<file path="config.mk">
export PLATFORM = sky130hd
export DESIGN_NAME = signed_int_to_decimal_digits
export DESIGN_NICKNAME = d
export VERILOG_FILES = /design/src/hdl/sid_pkg.sv /design/src/hdl/sid_dabble.sv /design/src/hdl/sid_emit.sv /design/src/hdl/signed_int_to_decimal_digits.sv
export SDC_FILE = /design/constraint.sdc
export NUM_CORES = 1
export LEC_CHECK = 0
export ABC_AREA = 1
export BUFFER_PORTS_ARGS = -buffer_cell sky130_fd_sc_hd__buf_2
export CORE_ASPECT_RATIO = 1.2
export CORE_MARGIN = 4
export CORE_UTILIZATION = 59
export CTS_CLUSTER_SIZE = 10
export DETAILED_ROUTE_END_ITERATION = 8
export GPL_ROUTABILITY_DRIVEN = 0
export PLACE_DENSITY = 0.83
export SYNTH_ARGS = -nofsm -noshare
export SYNTH_HDL_FRONTEND = slang
export SYNTH_SLANG_ARGS = --single-unit
</file>
<file path="constraint.sdc">
create_clock -name clk -period 3.2 [get_ports clk]
set_input_delay 0.96 -clock clk [delete_from_list [all_inputs] [get_ports clk]]
set_output_delay 0.96 -clock clk [all_outputs]
set_load 0.01 [all_outputs]
</file>
<file path="src/hdl/sid_pkg.sv">
// ----------------------------------------------------------------------------
// sid_pkg
// Shared types and constants for the signed integer to decimal digit emitter.
// ----------------------------------------------------------------------------
package sid_pkg;

  // Magnitude width: the largest magnitude, 2**31, fits in 32 unsigned bits.
  localparam int MAG_W      = 32;
  // A 32-bit magnitude has at most ten decimal digits.
  localparam int BCD_DIGITS = 10;
  localparam int BCD_W      = 4 * BCD_DIGITS;
  // Bit counter for the conversion, holds 0..MAG_W.
  localparam int BITCNT_W   = $clog2(MAG_W + 1);
  // Digit counters, hold 0..BCD_DIGITS.
  localparam int DCNT_W     = 5;

  typedef struct packed {
    logic signed [31:0] value;
    logic [3:0]         digit_limit;
  } in_t;

  typedef struct packed {
    logic       is_minus;
    logic [3:0] digit;
    logic       last;
  } out_t;

  typedef enum logic [1:0] {
    ST_IDLE,
    ST_CONV,
    ST_EMIT
  } state_t;

endpackage

</file>
<file path="src/hdl/sid_dabble.sv">
// ----------------------------------------------------------------------------
// sid_dabble
// Bit-serial binary to BCD converter: shifts one magnitude bit per cycle into
// a ten-digit BCD register, with the add-three correction on each digit.
// ----------------------------------------------------------------------------
module sid_dabble (
  input  logic                      clk,
  input  logic                      rst_n,
  input  logic                      start,
  input  logic [sid_pkg::MAG_W-1:0] mag,
  output logic                      done,
  output logic [sid_pkg::BCD_W-1:0] bcd
);

  logic [sid_pkg::MAG_W-1:0]    mag_r, mag_nxt;
  logic [sid_pkg::BCD_W-1:0]    bcd_r, bcd_nxt;
  logic [sid_pkg::BITCNT_W-1:0] cnt_r, cnt_nxt;
  logic                         done_r, done_nxt;
  logic [sid_pkg::BCD_W-1:0]    adj;

  // Add three to every digit of five or more before the next shift.
  always_comb begin
    for (int i = 0; i < sid_pkg::BCD_DIGITS; i++) begin
      if (bcd_r[4*i +: 4] >= 4'd5) begin
        adj[4*i +: 4] = bcd_r[4*i +: 4] + 4'd3;
      end else begin
        adj[4*i +: 4] = bcd_r[4*i +: 4];
      end
    end
  end

  // While counting, one magnitude bit moves into the BCD register each cycle.
  always_comb begin
    mag_nxt  = mag_r;
    bcd_nxt  = bcd_r;
    cnt_nxt  = cnt_r;
    done_nxt = 1'b0;
    if (start) begin
      mag_nxt = mag;
      bcd_nxt = '0;
      cnt_nxt = sid_pkg::BITCNT_W'(sid_pkg::MAG_W);
    end else if (cnt_r != '0) begin
      bcd_nxt  = {adj[sid_pkg::BCD_W-2:0], mag_r[sid_pkg::MAG_W-1]};
      mag_nxt  = {mag_r[sid_pkg::MAG_W-2:0], 1'b0};
      cnt_nxt  = cnt_r - 1'b1;
      done_nxt = (cnt_r == sid_pkg::BITCNT_W'(1));
    end
  end

  always_ff @(posedge clk) begin
    if (!rst_n) begin
      cnt_r  <= '0;
      done_r <= 1'b0;
    end else begin
      cnt_r  <= cnt_nxt;
      done_r <= done_nxt;
    end
    mag_r <= mag_nxt;
    bcd_r <= bcd_nxt;
  end

  assign done = done_r;
  assign bcd  = bcd_r;

  // The finish pulse comes only once the final bit is in and no bits are left.
  assert property (@(posedge clk) disable iff (!rst_n)
    done_r |-> cnt_r == '0)
    else $error("conversion finished with bits left");

  // A start is never issued while a conversion is running.
  assert property (@(posedge clk) disable iff (!rst_n)
    start |-> cnt_r == '0)
    else $error("conversion restarted while busy");

  // The counter moves down by one per cycle while busy.
  assert property (@(posedge clk) disable iff (!rst_n)
    (cnt_r != '0 && !start) |=> cnt_r == $past(cnt_r) - 1'b1)
    else $error("bit counter skipped");

endmodule

</file>
<file path="src/hdl/sid_emit.sv">
// ----------------------------------------------------------------------------
// sid_emit
// Digit emitter: drops leading zeros one per cycle, then a minus if negative
// and the kept digits go out most significant first via an output register.
// ----------------------------------------------------------------------------
module sid_emit #(
  parameter int MAX_DIGITS = 10
) (
  input  logic                      clk,
  input  logic                      rst_n,
  input  logic                      start,
  input  logic [sid_pkg::BCD_W-1:0] bcd,
  input  logic                      neg,
  input  logic [3:0]                limit,
  output logic                      done,
  output logic                      out_valid,
  input  logic                      out_ready,
  output sid_pkg::out_t             out_data
);

  localparam logic [sid_pkg::DCNT_W-1:0] CAP = sid_pkg::DCNT_W'(MAX_DIGITS);

  logic [sid_pkg::BCD_W-1:0]  dig_r, dig_nxt;
  logic [sid_pkg::DCNT_W-1:0] ndig_r, ndig_nxt;
  logic [sid_pkg::DCNT_W-1:0] left_r, left_nxt;
  logic [3:0]                 lim_r, lim_nxt;
  logic                       neg_r, neg_nxt;
  logic                       skip_r, skip_nxt;
  logic                       done_r, done_nxt;
  logic                       oval_r, oval_nxt;
  sid_pkg::out_t              odat_r, odat_nxt;
  logic [sid_pkg::DCNT_W-1:0] count;
  logic                       slot;
  logic [3:0]                 top_dig;

  assign top_dig = dig_r[sid_pkg::BCD_W-1 -: 4];
  assign slot    = !oval_r || out_ready;

  // Number of digits to send once the leading zeros are gone.
  always_comb begin
    count = ndig_r;
    if (lim_r != 4'd0 && {1'b0, lim_r} < ndig_r) begin
      count = {1'b0, lim_r};
    end
    if (count > CAP) begin
      count = CAP;
    end
  end

  // Skip phase, then one request per free output slot.
  always_comb begin
    dig_nxt  = dig_r;
    ndig_nxt = ndig_r;
    left_nxt = left_r;
    lim_nxt  = lim_r;
    neg_nxt  = neg_r;
    skip_nxt = skip_r;
    done_nxt = 1'b0;
    oval_nxt = oval_r && !out_ready;
    odat_nxt = odat_r;
    if (start) begin
      dig_nxt  = bcd;
      ndig_nxt = sid_pkg::DCNT_W'(sid_pkg::BCD_DIGITS);
      lim_nxt  = limit;
      neg_nxt  = neg;
      skip_nxt = 1'b1;
    end else if (skip_r) begin
      if (top_dig == 4'd0 && ndig_r > sid_pkg::DCNT_W'(1)) begin
        dig_nxt  = {dig_r[sid_pkg::BCD_W-5:0], 4'd0};
        ndig_nxt = ndig_r - 1'b1;
      end else begin
        skip_nxt = 1'b0;
        left_nxt = count;
      end
    end else if (left_r != '0 && slot) begin
      oval_nxt = 1'b1;
      if (neg_r) begin
        neg_nxt           = 1'b0;
        odat_nxt.is_minus = 1'b1;
        odat_nxt.digit    = 4'd0;
        odat_nxt.last     = 1'b0;
      end else begin
        odat_nxt.is_minus = 1'b0;
        odat_nxt.digit    = top_dig;
        odat_nxt.last     = (left_r == sid_pkg::DCNT_W'(1));
        dig_nxt           = {dig_r[sid_pkg::BCD_W-5:0], 4'd0};
        left_nxt          = left_r - 1'b1;
        done_nxt          = (left_r == sid_pkg::DCNT_W'(1));
      end
    end
  end

  always_ff @(posedge clk) begin
    if (!rst_n) begin
      left_r <= '0;
      skip_r <= 1'b0;
      done_r <= 1'b0;
      oval_r <= 1'b0;
      neg_r  <= 1'b0;
    end else begin
      left_r <= left_nxt;
      skip_r <= skip_nxt;
      done_r <= done_nxt;
      oval_r <= oval_nxt;
      neg_r  <= neg_nxt;
    end
    dig_r  <= dig_nxt;
    ndig_r <= ndig_nxt;
    lim_r  <= lim_nxt;
    odat_r <= odat_nxt;
  end

  assign done      = done_r;
  assign out_valid = oval_r;
  assign out_data  = odat_r;

  // A minus request is never the final one and carries a zero digit.
  assert property (@(posedge clk) disable iff (!rst_n)
    (oval_r && odat_r.is_minus) |-> (!odat_r.last && odat_r.digit == 4'd0))
    else $error("malformed minus request");

  // Completion is signaled together with a fresh final request.
  assert property (@(posedge clk) disable iff (!rst_n)
    done_r |-> (oval_r && odat_r.last))
    else $error("completion without final request");

  // Skipping and sending never overlap.
  assert property (@(posedge clk) disable iff (!rst_n)
    skip_r |-> left_r == '0)
    else $error("skip phase overlaps sending");

endmodule

</file>
<file path="src/hdl/signed_int_to_decimal_digits.sv">
// ----------------------------------------------------------------------------
// signed_int_to_decimal_digits
// Converts a signed 32-bit integer to a run of decimal digit requests.
// ----------------------------------------------------------------------------
// Each input request carries a 32-bit two's complement value and a digit
// limit. The block answers with a minus request for a negative value, then
// the decimal digits most significant first, leading zeros dropped, the
// final one flagged by last. A nonzero limit below the digit count keeps
// only that many leading digits; no more than MAX_DIGITS digits are sent.
// One request is handled at a time: bit-serial binary to BCD conversion,
// a hand-over of the digits to the emitter, dropping of leading zeros, then
// one result request per cycle sent (up to 11) while the output is not
// stalled; a stalled result holds the sending. A new input is taken while
// the final result still waits in the output register.
// ----------------------------------------------------------------------------
module signed_int_to_decimal_digits #(
  parameter int MAX_DIGITS = 10
) (
  input  logic           clk,
  input  logic           rst_n,
  input  logic           in_valid,
  output logic           in_ready,
  input  sid_pkg::in_t   in_data,
  output logic           out_valid,
  input  logic           out_ready,
  output sid_pkg::out_t  out_data
);

  sid_pkg::state_t           state_r, state_nxt;
  logic                      neg_r, neg_nxt;
  logic [3:0]                lim_r, lim_nxt;
  logic                      in_fire;
  logic [sid_pkg::MAG_W-1:0] mag;
  logic                      conv_done;
  logic [sid_pkg::BCD_W-1:0] bcd;
  logic                      emit_done;

  assign in_fire = in_valid && in_ready;

  // Magnitude of the value; the most negative value maps to 2**31.
  always_comb begin
    if (in_data.value[31]) begin
      mag = 32'(-in_data.value);
    end else begin
      mag = 32'(in_data.value);
    end
  end

  // Next state.
  always_comb begin
    state_nxt = state_r;
    case (state_r)
      sid_pkg::ST_IDLE: begin
        if (in_fire) state_nxt = sid_pkg::ST_CONV;
      end
      sid_pkg::ST_CONV: begin
        if (conv_done) state_nxt = sid_pkg::ST_EMIT;
      end
      sid_pkg::ST_EMIT: begin
        if (emit_done) state_nxt = sid_pkg::ST_IDLE;
      end
      default: state_nxt = sid_pkg::ST_IDLE;
    endcase
  end

  // Outputs of the sequencer and capture of the request's side fields.
  always_comb begin
    in_ready = (state_r == sid_pkg::ST_IDLE);
    neg_nxt  = neg_r;
    lim_nxt  = lim_r;
    if (in_fire) begin
      neg_nxt = in_data.value[31];
      lim_nxt = in_data.digit_limit;
    end
  end

  always_ff @(posedge clk) begin
    if (!rst_n) begin
      state_r <= sid_pkg::ST_IDLE;
    end else begin
      state_r <= state_nxt;
    end
    neg_r <= neg_nxt;
    lim_r <= lim_nxt;
  end

  sid_dabble u_dabble (
    .clk   (clk),
    .rst_n (rst_n),
    .start (in_fire),
    .mag   (mag),
    .done  (conv_done),
    .bcd   (bcd)
  );

  sid_emit #(
    .MAX_DIGITS (MAX_DIGITS)
  ) u_emit (
    .clk       (clk),
    .rst_n     (rst_n),
    .start     (conv_done),
    .bcd       (bcd),
    .neg       (neg_r),
    .limit     (lim_r),
    .done      (emit_done),
    .out_valid (out_valid),
    .out_ready (out_ready),
    .out_data  (out_data)
  );

  // An accepted request starts a conversion.
  assert property (@(posedge clk) disable iff (!rst_n)
    in_fire |=> state_r == sid_pkg::ST_CONV)
    else $error("accepted request did not start conversion");

  // The conversion finishes only while the sequencer waits for it.
  assert property (@(posedge clk) disable iff (!rst_n)
    conv_done |-> state_r == sid_pkg::ST_CONV)
    else $error("conversion finished out of sequence");

  // Digit sending completes only in the sending state.
  assert property (@(posedge clk) disable iff (!rst_n)
    emit_done |-> state_r == sid_pkg::ST_EMIT)
    else $error("sending finished out of sequence");

endmodule

</file>
== After elaboration in Yosys (flattened, before gate mapping) ==
Index checks and enable logic that the tools add are counted.
Operators by class
  add/sub/neg operators: 14
  magnitude comparators: 13
  eq/ne operators: 12
  multiplexer cells: 40
  bitwise gates (word level): 5
  reduce and logical (&&, ||, !) cells: 26
Operator list (count)
  2-to-1 mux 40 bit: 5
  2-to-1 mux 32 bit: 3
  >= comparator 4 x 3 -> 1 bit (second input constant): 10
  adder 4 x 2 -> 4 bit (second input constant): 9
  2-to-1 mux 4 bit: 9
  negation 32 bit: 1
  2-to-1 mux 5 bit: 6
  2-to-1 mux 6 bit: 3
  subtractor 5 x 1 -> 5 bit (second input constant): 2
  2-to-1 mux 1 bit: 9
  AND reduction 3 bit: 3
  == test 6 x 1 -> 1 bit (second input constant): 1
  2-to-1 mux 2 bit: 3
  inequality test 2 x 1 -> 1 bit (second input constant): 3
  inequality test 2 bit (second input constant): 3
  inequality test 3 bit (second input constant): 2
  one-hot mux 2 bit (3 select lines): 1
  nonzero test 2 bit: 3
  nonzero test 6 bit: 1
  subtractor 6 x 1 -> 6 bit (second input constant): 1
  == test 5 x 1 -> 1 bit (second input constant): 1
  > comparator 5 x 1 -> 1 bit (second input constant): 1
  > comparator 5 x 4 -> 1 bit (second input constant): 1
  logical AND 1 bit: 5
  other kinds (18): 24
Storage, ports and cells
  bits in registers: 150
  input port bits: 40
  output and inout port bits: 8

== Depth between registers and ports, before layout ==
Gate-level depths: netlist (run 1).
  word-level depth: 7
  gate-level depth with buffers: 16
  gate-level depth less buffers: 16

== By module ==
From an unflattened synthesis (run 1), not the netlist that was laid out.
Second synthesis, totals
  cells, all modules: 1111
  area total of the unflattened synthesis: 8348.0 µm²
By module, submodules not included
  sid_dabble: times used 1, cells an instance 548, area each 4073.9 µm²
  sid_emit: times used 1, cells an instance 330, area each 2996.6 µm²
  signed_int_to_decimal_digits: times used 1, cells an instance 233, area each 1277.5 µm²

== Worst setup path after synthesis (run 1) ==
No wires, ideal clock.
  path type: in2reg
  start point: input port out_ready
  end point: register u_emit.dig_r[0] in the netlist's numbering, enable pin
  data arrival time: 2.030 ns
  data required time: 2.805 ns
  path slack: 0.776 ns
  cell stages on the path: 6
  buffers on the path: 0
  cell sequence: inv_1 -> nand2_1 -> nand2_1 -> nand2_1 -> o21ai_0 -> inv_1
Between the ends
  word-level cells in the longest chain between the ends: 4
RTL lines
  start: declaration: RTL line signed_int_to_decimal_digits.sv:25  | input logic out_ready,
  logical OR 1 bit: RTL line sid_emit.sv:37  | assign slot = !oval_r || out_ready;
  logical AND 1 bit: RTL line sid_emit.sv:75  | end else if (left_r != '0 && slot) begin
  nonzero test 3 bit (no line)
  AND reduction 3 bit (no line)
  end signal: assignment: RTL line sid_emit.sv:107  | dig_r <= dig_nxt;
  end: declaration: RTL line sid_emit.sv:23  | logic [sid_pkg::BCD_W-1:0] dig_r, dig_nxt;
Every way passes these cells.
A chain may end at the register's enable or synchronous reset.

== Worst setup path in the final report (run 1) ==
  start point: register u_emit.ndig_r[1] in the netlist's numbering
  end point: register u_emit.dig_r[14] in the netlist's numbering, enable pin
Between the ends
  word-level cells in the longest chain between the ends: 4
RTL lines
  start: declaration: RTL line sid_emit.sv:24  | logic [sid_pkg::DCNT_W-1:0] ndig_r, ndig_nxt;
  start signal: assignment: RTL line sid_emit.sv:108  | ndig_r <= ndig_nxt;
  > comparator 5 x 1 -> 1 bit: RTL line sid_emit.sv:68  | if (top_dig == 4'd0 && ndig_r > sid_pkg::DCNT_W'(1)) begin
  logical AND 1 bit: RTL line sid_emit.sv:68
  inequality test 3 bit (no line)
  AND reduction 3 bit (no line)
Every way passes these cells.

==> results of run 1 <==
logic make-up after synthesis:
kind of cell / count (synthesis)
AOI/OAI and AO/OA: 221
xor gates and xnor gates: 31
adders and majority gates: 32
buffers and inverters: 170
DFF: 150
and+or+nand+nor: 361
cells in the mapped netlist, types with 3 or more instances:
cell	n
sky130_fd_sc_hd__a31oi_1	7
sky130_fd_sc_hd__nand3_2	7
sky130_fd_sc_hd__dfxtp_1	63
sky130_fd_sc_hd__clkinv_1	3
sky130_fd_sc_hd__o211ai_1	8
sky130_fd_sc_hd__nand2_2	4
sky130_fd_sc_hd__nand2_1	197
sky130_fd_sc_hd__nor2_4	3
sky130_fd_sc_hd__o21ai_1	9
sky130_fd_sc_hd__nand3_1	43
sky130_fd_sc_hd__nor2_1	83
sky130_fd_sc_hd__clkbuf_1	20
sky130_fd_sc_hd__nand4_1	7
sky130_fd_sc_hd__or2_2	3
sky130_fd_sc_hd__inv_1	126
sky130_fd_sc_hd__ha_1	32
sky130_fd_sc_hd__xor2_1	27
sky130_fd_sc_hd__edfxtp_1	87
sky130_fd_sc_hd__nor3_1	6
sky130_fd_sc_hd__xnor2_1	4
sky130_fd_sc_hd__o21ai_0	117
sky130_fd_sc_hd__buf_1	3
sky130_fd_sc_hd__buf_2	10
sky130_fd_sc_hd__a21oi_1	72
sky130_fd_sc_hd__inv_2	8
layout by cell type, fill, tap and decap left out, drive strengths merged, types with 7 or more instances in the layout:
cell / synthesis / routed
a21oi: 73 / 73
a31oi: 7 / 7
buf: 13 / 56
clkbuf: 20 / 18
clkinv: 3 / 11
dfxtp: 63 / 63
edfxtp: 87 / 87
ha: 32 / 32
inv: 134 / 134
nand2: 201 / 201
nand3: 50 / 50
nand4: 7 / 7
nor2: 87 / 87
nor3: 7 / 7
o211ai: 8 / 8
o21ai: 127 / 127
xor2: 27 / 27
registers in the layout (all words and copies together) (netlist names), 2 cells and up:
| signal | count |
|---|---|
| u_dabble.mag_r | 32 |
| u_dabble.cnt_r | 6 |
| lim_r | 4 |
| u_emit.left_r | 5 |
| u_dabble.bcd | 40 |
| u_emit.ndig_r | 5 |
| u_emit.dig_r | 40 |
| u_emit.out_data | 6 |
| state_r | 2 |
| u_emit.lim_r | 4 |
how the worst min path moves through the flow:
stage / from / to / slack, ns / cells after the start
after floorplan: lim_r[0] / u_emit.lim_r[0] / 0.40 / 0
after global placement: lim_r[3] / u_emit.lim_r[3] / 0.40 / 0
after detailed placement: lim_r[3] / u_emit.lim_r[3] / 0.41 / 0
after CTS: lim_r[1] / u_emit.lim_r[1] / 0.43 / 0
after global routing: lim_r[1] / u_emit.lim_r[1] / 0.44 / 0
final: lim_r[1] / u_emit.lim_r[1] / 0.43 / 0
cell type report:
type | instances | area, µm²
Clock buffer | 18 | 429
Clock inverter | 14 | 184
Fill cell | 1034 | 4270
Inverter | 137 | 514
Multi-Input combinational cell | 645 | 3390
Sequential cell | 150 | 3870
Tap cell | 168 | 210
Timing Repair Buffer | 56 | 303
worst register-to-register path: stages (launching register included):
cell,delay (ns)
sky130_fd_sc_hd__dfxtp_1,0.41
sky130_fd_sc_hd__inv_1,0.12
sky130_fd_sc_hd__ha_1,0.19
sky130_fd_sc_hd__o21bai_1,0.14
sky130_fd_sc_hd__nand3_1,0.10
sky130_fd_sc_hd__nand3_2,0.15
sky130_fd_sc_hd__nand2_1,0.17
sky130_fd_sc_hd__o21ai_0,0.11
sky130_fd_sc_hd__inv_1,0.07
sky130_fd_sc_hd__buf_4,0.44
power groups by stage:
stage | registers (mW) | logic (mW) | clock network [mW]
2_1_floorplan | 3.57 | 2.52 | 0
3_3_place_gp | 3.62 | 3.12 | 0
3_5_place_dp | 3.65 | 3.27 | 0
4_1_cts | 3.63 | 3.33 | 2.08
5_1_grt | 3.72 | 3.86 | 2.17
6_report | 3.62 | 3.32 | 2.06
routing by layer:
layer / global-route usage / vias up / part of all wire
met5: 0 / - / 0
met4: 0.0815 / 0 / 0.021
met3: 0.0506 / 29 / 0.042
met2: 0.396 / 137 / 0.52
met1: 0.254 / 2953 / 0.42
li1: - / 3265 / -
metrics by stage:
step	total power [mW]	setup WS, ns	utilization
after floorplan	6.09	0.776	-
after global placement	6.74	0.660	0.629
after detailed placement	6.92	0.619	0.629
after CTS	9.04	0.906	0.676
after global routing	9.75	0.738	0.676
final	9.00	0.903	0.676
==> reports/summary.txt, run 1 <==
OUTCOME
--------------------------------------------------------------------------------------
Run status                                                                complete, no violations

CRITICAL PATH
--------------------------------------------------------------------------------------
Most repeated library cell on the critical path                           sky130_fd_sc_hd__inv_1
Maximum net fanout on the critical path                                             40
Startpoint of the worst register-to-register path                         u_emit.ndig_r[1]
Endpoint type of the worst setup path                                        flip-flop
Reg2Reg Capture Point                                                     u_emit.dig_r[14]
R2R depth                                                                            9
Critical setup path kind                                                  flip-flop to flip-flop
Critical Path Start Type                                                     flip-flop
Cell family with most CP delay                                            buffers and inverters
Critical-path cell list                                                   inv_1 -> ha_1 -> o21bai_1 -> nand3_1 -> nand3_2 -> nand2_1 -> o21ai_0 -> inv_1 -> buf_4
Signal arrival time at the worst endpoint                                      2.35 ns
Register-to-register setup slack                                               0.90 ns
Critical Path Max Stage Delay                                                  0.44 ns
End of the critical path                                                  u_emit.dig_r[14]
Stages on the worst setup path                                                       9
Library cell contributing the largest single delay on the critical path   sky130_fd_sc_hd__buf_4
Count of buffer and inverter cells on the critical path                              3
Source of the critical timing path                                        u_emit.ndig_r[1]
Worst Path Required                                                            3.26 ns

STA
--------------------------------------------------------------------------------------
Final cycle utilization of the critical path                                     0.718
Worst-Margin Slew                                                             0.595 ns
Number of failing hold endpoints at the final stage                                  0
Clock skew after layout                                                     0.00661 ns
Worst rel slew slack                                                             0.603
Hold Slack                                                                    0.428 ns
Post-Route Setup TNS                                                              0 ns
Setup repair after global routing missed its margin                                 no
Shortest clock period the worst path allows after layout                       2.30 ns
Final-report setup violation count                                                   0
Number of pins with negative max-slew slack in the final report                      0
Highest clock rate                                                             435 MHz

POWER
--------------------------------------------------------------------------------------
Clock power share                                                                0.228
Sw power                                                                       3.37 mW
Power density over the cells                                               1010 nW/µm²
Part of the power in combinational logic                                         0.369
IR drop worst, VDD                                                          0.000643 V
Standby leakage power                                                          3.97 nW
Total internal power                                                           5.63 mW
Switching Fraction                                                               0.375
Sequential cell fraction of total power                                          0.402

SYNTH
--------------------------------------------------------------------------------------
Combinational family with the most area after synthesis                   simple AND/OR/NAND/NOR gates
Post-Synthesis Cells                                                               965
Syn. warnings                                                                        0
Compound-Gate Fraction of Synth Area                                             0.148
Avg Inst Size Synth                                                           8.20 µm²
EDFF count, synth                                                                   87
Adder-cell area share of the yosys netlist                                      0.0506
Count of distinct cell types in the synthesized netlist                             40
Most used DFF post-synth                                                  sky130_fd_sc_hd__edfxtp_1
Synth top area share                                                             0.330
Asr flop ratio synth                                                                 0
Area share of xor/xnor cells in the synthesized design                          0.0343
Seq cells post-synth                                                               150
Part of the Yosys area used for sequential elements                              0.489
Netlist area before placement                                                 7920 µm²
Top cells by area in the synthesized netlist                              sky130_fd_sc_hd__edfxtp_1, sky130_fd_sc_hd__dfxtp_1, sky130_fd_sc_hd__nand2_1
Post-synth top area cell                                                  sky130_fd_sc_hd__edfxtp_1
Net count after synthesis                                                         1037
Post-Synth Simple-Gate Area                                                      0.196
Proportion of synthesized area in mux cells                                          0

DETAILED ROUTING
--------------------------------------------------------------------------------------
Routed vias                                                                       6384
Detail Route Antenna Nets                                                            0
DR iter-0 viols                                                                    290
Average wire per standard cell                                                 13.2 µm
Number of iterations in the first detailed-routing pass                              4
# DRC                                                                                0
Ratio of routed vias to standard cells                                            5.37
Wire length after detailed routing                                            15700 µm

CELLS AND AREA
--------------------------------------------------------------------------------------
Design Area, Final                                                            8910 µm²
Final cell count without fillers                                                  1188
# diodes                                                                             0
Net count of the finished layout                                                  1079
Ratio of cells with drive above 1 in the final layout                            0.115
Area growth from synthesis to layout                                             12.5%

DIE
--------------------------------------------------------------------------------------
Total core area                                                              13200 µm²
Number of rows in the core area                                                     46
I/O pins                                                                            48
Die height                                                                      135 µm
Die Outline Area                                                             15300 µm²
DIE WIDTH                                                                       114 µm
Starting density of the core                                                     0.601

PLACEMENT
--------------------------------------------------------------------------------------
Buffers on Ports                                                                    47
Area of placed instances                                                      8290 µm²
Total placed cells including tap cells                                            1156
Detailed placer's ending HPWL                                                 10800 µm

CLOCK NETWORK
--------------------------------------------------------------------------------------
Total of cells resized after clock tree synthesis                                    0
Post-CTS Setup Inserts                                                               0
Clk Latency, worst-skew pair                                                   0.42 ns
Clock Path Buffers                                                                   2
Worst-path clk slew                                                            0.06 ns
Number of sinks handled by clock tree synthesis                                    150
Total clock buffers created by CTS                                                  17
Cell chosen for the clock root                                            sky130_fd_sc_hd__clkbuf_16
TritonCTS clock tree                                                              done
Clock H-tree levels                                                                  4
Cts hold-fix bufs                                                                    0

HOLD PATH
--------------------------------------------------------------------------------------
Class of the tightest hold or removal check                               flip-flop to flip-flop

GRT
--------------------------------------------------------------------------------------
Overflow left after global routing                                                   0
Tot GR Track Use                                                                 0.220
Wire length of the first global-routing pass                                  27500 µm
Via count of the first global-routing pass                                        6322
Number of antenna violations at the first check in global routing                    0
Maximum number of pins on one net before global-route repair                        71

RUN
--------------------------------------------------------------------------------------
Max-capacitance violation count                                                      0

No activity file was read; power rests on OpenSTA's default activity.
==> inputs of run 2 (changes only) <==
==> constraint.sdc (replaced) <==
create_clock -name clk -period 2.2 [get_ports clk]
set_input_delay 0.66 -clock clk [delete_from_list [all_inputs] [get_ports clk]]
set_output_delay 0.66 -clock clk [all_outputs]
set_load 0.01 [all_outputs]
==> reports/summary.txt, run 2 (synthesized netlist as in run 1, its figures left out) <==
RUN
--------------------------------------------------------------------------------
Max-capacitance violation count                                                0   unchanged

CLOCK NETWORK
--------------------------------------------------------------------------------
Cts hold-fix bufs                                                              0   unchanged
Post-CTS Setup Inserts                                                         0   unchanged
Number of sinks handled by clock tree synthesis                              150   unchanged
Total of cells resized after clock tree synthesis                              0   unchanged
Clock Path Buffers                                                             2   unchanged
TritonCTS clock tree                                                        done   unchanged
Cell chosen for the clock root                                      sky130_fd_sc_hd__clkbuf_16   unchanged
Worst-path clk slew                                                      0.06 ns   about the same
Clk Latency, worst-skew pair                                             0.43 ns   was 0.42 ns
Total clock buffers created by CTS                                            17   unchanged
Clock H-tree levels                                                            4   unchanged

DIE
--------------------------------------------------------------------------------
Total core area                                                        13200 µm²   unchanged
Die height                                                                135 µm   unchanged
Number of rows in the core area                                               46   unchanged
I/O pins                                                                      48   unchanged
Die Outline Area                                                       15300 µm²   unchanged
DIE WIDTH                                                                 114 µm   unchanged
Starting density of the core                                               0.601   unchanged

STA
--------------------------------------------------------------------------------
Final cycle utilization of the critical path                               0.873   was 0.718
Crit path setup slack, layout                                           0.279 ns   was 0.903 ns
Worst rel slew slack                                                       0.597   was 0.603
Post-Route Setup TNS                                                        0 ns   unchanged
Setup repair after global routing missed its margin                           no   unchanged
Final-report setup violation count                                             0   unchanged
Number of failing hold endpoints at the final stage                            0   unchanged
Highest clock rate                                                       521 MHz   was 435 MHz
Shortest clock period the worst path allows after layout                 1.92 ns   was 2.30 ns
Worst-Margin Slew                                                       0.605 ns   was 0.595 ns
Clock skew after layout                                               0.00885 ns   was 0.00661 ns
Number of pins with negative max-slew slack in the final report                0   unchanged

GRT
--------------------------------------------------------------------------------
Wire length of the first global-routing pass                            26500 µm   was 27500 µm
Maximum number of pins on one net before global-route repair                  71   unchanged
Overflow left after global routing                                             0   unchanged
Number of antenna violations at the first check in global routing              0   unchanged
Tot GR Track Use                                                           0.212   was 0.220
Via count of the first global-routing pass                                  6082   was 6322

DETAILED ROUTING
--------------------------------------------------------------------------------
Average wire per standard cell                                           12.8 µm   was 13.2 µm
Detail Route Antenna Nets                                                      0   unchanged
DR iter-0 viols                                                              342   was 290
Ratio of routed vias to standard cells                                      5.29   was 5.37
# DRC                                                                          0   unchanged
Routed vias                                                                 6378   was 6384
Number of iterations in the first detailed-routing pass                        5   was 4
Wire length after detailed routing                                      15500 µm   was 15700 µm

POWER
--------------------------------------------------------------------------------
IR drop worst, VDD                                                    0.000895 V   was 0.000643 V
Total chip power                                                         13.1 mW   was 9.00 mW
Standby leakage power                                                    4.05 nW   was 3.97 nW
Power density over the cells                                         1450 nW/µm²   was 1010 nW/µm²

HOLD PATH
--------------------------------------------------------------------------------
Class of the tightest hold or removal check                         input pin to flip-flop   was flip-flop to flip-flop
Hold Path Cell Cnt                                                             1   was 0

CRITICAL PATH
--------------------------------------------------------------------------------
Maximum net fanout on the critical path                                       40   unchanged
Register-to-register setup slack                                         0.28 ns   was 0.90 ns
Endpoint type of the worst setup path                                  flip-flop   unchanged
Signal arrival time at the worst endpoint                                2.08 ns   was 2.35 ns
Critical Path Start Type                                               flip-flop   unchanged
R2R depth                                                                      9   unchanged
Worst Path Required                                                      2.36 ns   was 3.26 ns
Critical setup path kind                                            flip-flop to flip-flop   unchanged

PLACEMENT
--------------------------------------------------------------------------------
Buffers on Ports                                                              47   unchanged
Detailed placer's ending HPWL                                           10700 µm   was 10800 µm
Worst slack at placement                                              -0.0169 ns   was 0.619 ns

CELLS AND AREA
--------------------------------------------------------------------------------
Leading cell type in the layout, fill and taps excluded             sky130_fd_sc_hd__nand2_1   unchanged
Top library cells by usage in the layout, fill and taps aside       sky130_fd_sc_hd__nand2_1, sky130_fd_sc_hd__inv_1, sky130_fd_sc_hd__o21ai_0   unchanged
# diodes                                                                       0   unchanged
Area growth from synthesis to layout                                       14.6%   was 12.5%
Final standard cell utilization of the core                                0.688   was 0.676
Ratio of cells with drive above 1 in the final layout                      0.132   was 0.115
Net count of the finished layout                                            1096   was 1079

OUTCOME
--------------------------------------------------------------------------------
Run status                                                          complete, no violations   unchanged

## run 2: changes by cell type in the layout (fill, tap and decap cells not counted), sizes merged
| cell | previous run | this run |
|---|---|---|
| clkinvlp | 2 | 5 |
| clkinv | 11 | 8 |
| buf | 56 | 73 |
| inv | 134 | 135 |
| bufinv | 4 | 3 |
## run 2: final timing paths
path | endpoint | start
setup / recovery | u_emit.dig_r[10] | u_emit.ndig_r[1]
hold / removal | lim_r[0] | in_data[0]
setup reg to reg | u_emit.dig_r[10] | u_emit.ndig_r[1]
hold reg to reg | u_emit.lim_r[0] | lim_r[0]
## run 2: cell type report
class | instances | area, µm²
Clock buffer | 18 | 429
Timing Repair Buffer | 73 | 468
Tap cell | 168 | 210
Inverter | 137 | 518
Sequential cell | 150 | 3870
Clock inverter | 14 | 178
Fill cell | 1010 | 4110
Multi-Input combinational cell | 645 | 3390
## run 2: where the power goes
| group | internal, mW | leakage (nW) | switching (mW) |
|---|---|---|---|
| Clock | 1.79 | 0.283 | 1.16 |
| Combinational | 1.77 | 2.36 | 3.18 |
| Sequential | 4.66 | 1.40 | 0.574 |
## run 2: per-layer routing
| metal | track usage | vias up | routed length, µm | part of all wire |
|---|---|---|---|---|
| met5 | 0 | - | 0 | 0 |
| li1 | - | 3304 | - | - |
| met2 | 0.378 | 144 | 7960 | 0.51 |
| met1 | 0.247 | 2910 | 6570 | 0.43 |
| met3 | 0.0529 | 20 | 733 | 0.047 |
| met4 | 0.0741 | 0 | 197 | 0.013 |
## run 2: metrics by stage
step / hold slack, ns / cells / area, µm²
3_5_place_dp: 0.405 / 1173 / 8460
5_1_grt: 0.393 / 1205 / 9070
3_3_place_gp: 0.401 / 1173 / 8460
4_1_cts: 0.392 / 1205 / 9070
6_report: 0.413 / 1205 / 9070
2_1_floorplan: 0.400 / 965 / 7920
## run 2: critical path, cell delays in order (launching register included)
cell	delay [ns]
sky130_fd_sc_hd__dfxtp_1	0.31
sky130_fd_sc_hd__inv_1	0.11
sky130_fd_sc_hd__ha_1	0.15
sky130_fd_sc_hd__o21bai_1	0.10
sky130_fd_sc_hd__nand3_1	0.10
sky130_fd_sc_hd__nand3_2	0.14
sky130_fd_sc_hd__nand2_1	0.14
sky130_fd_sc_hd__o21ai_1	0.25
sky130_fd_sc_hd__clkinvlp_4	0.16
sky130_fd_sc_hd__buf_12	0.20
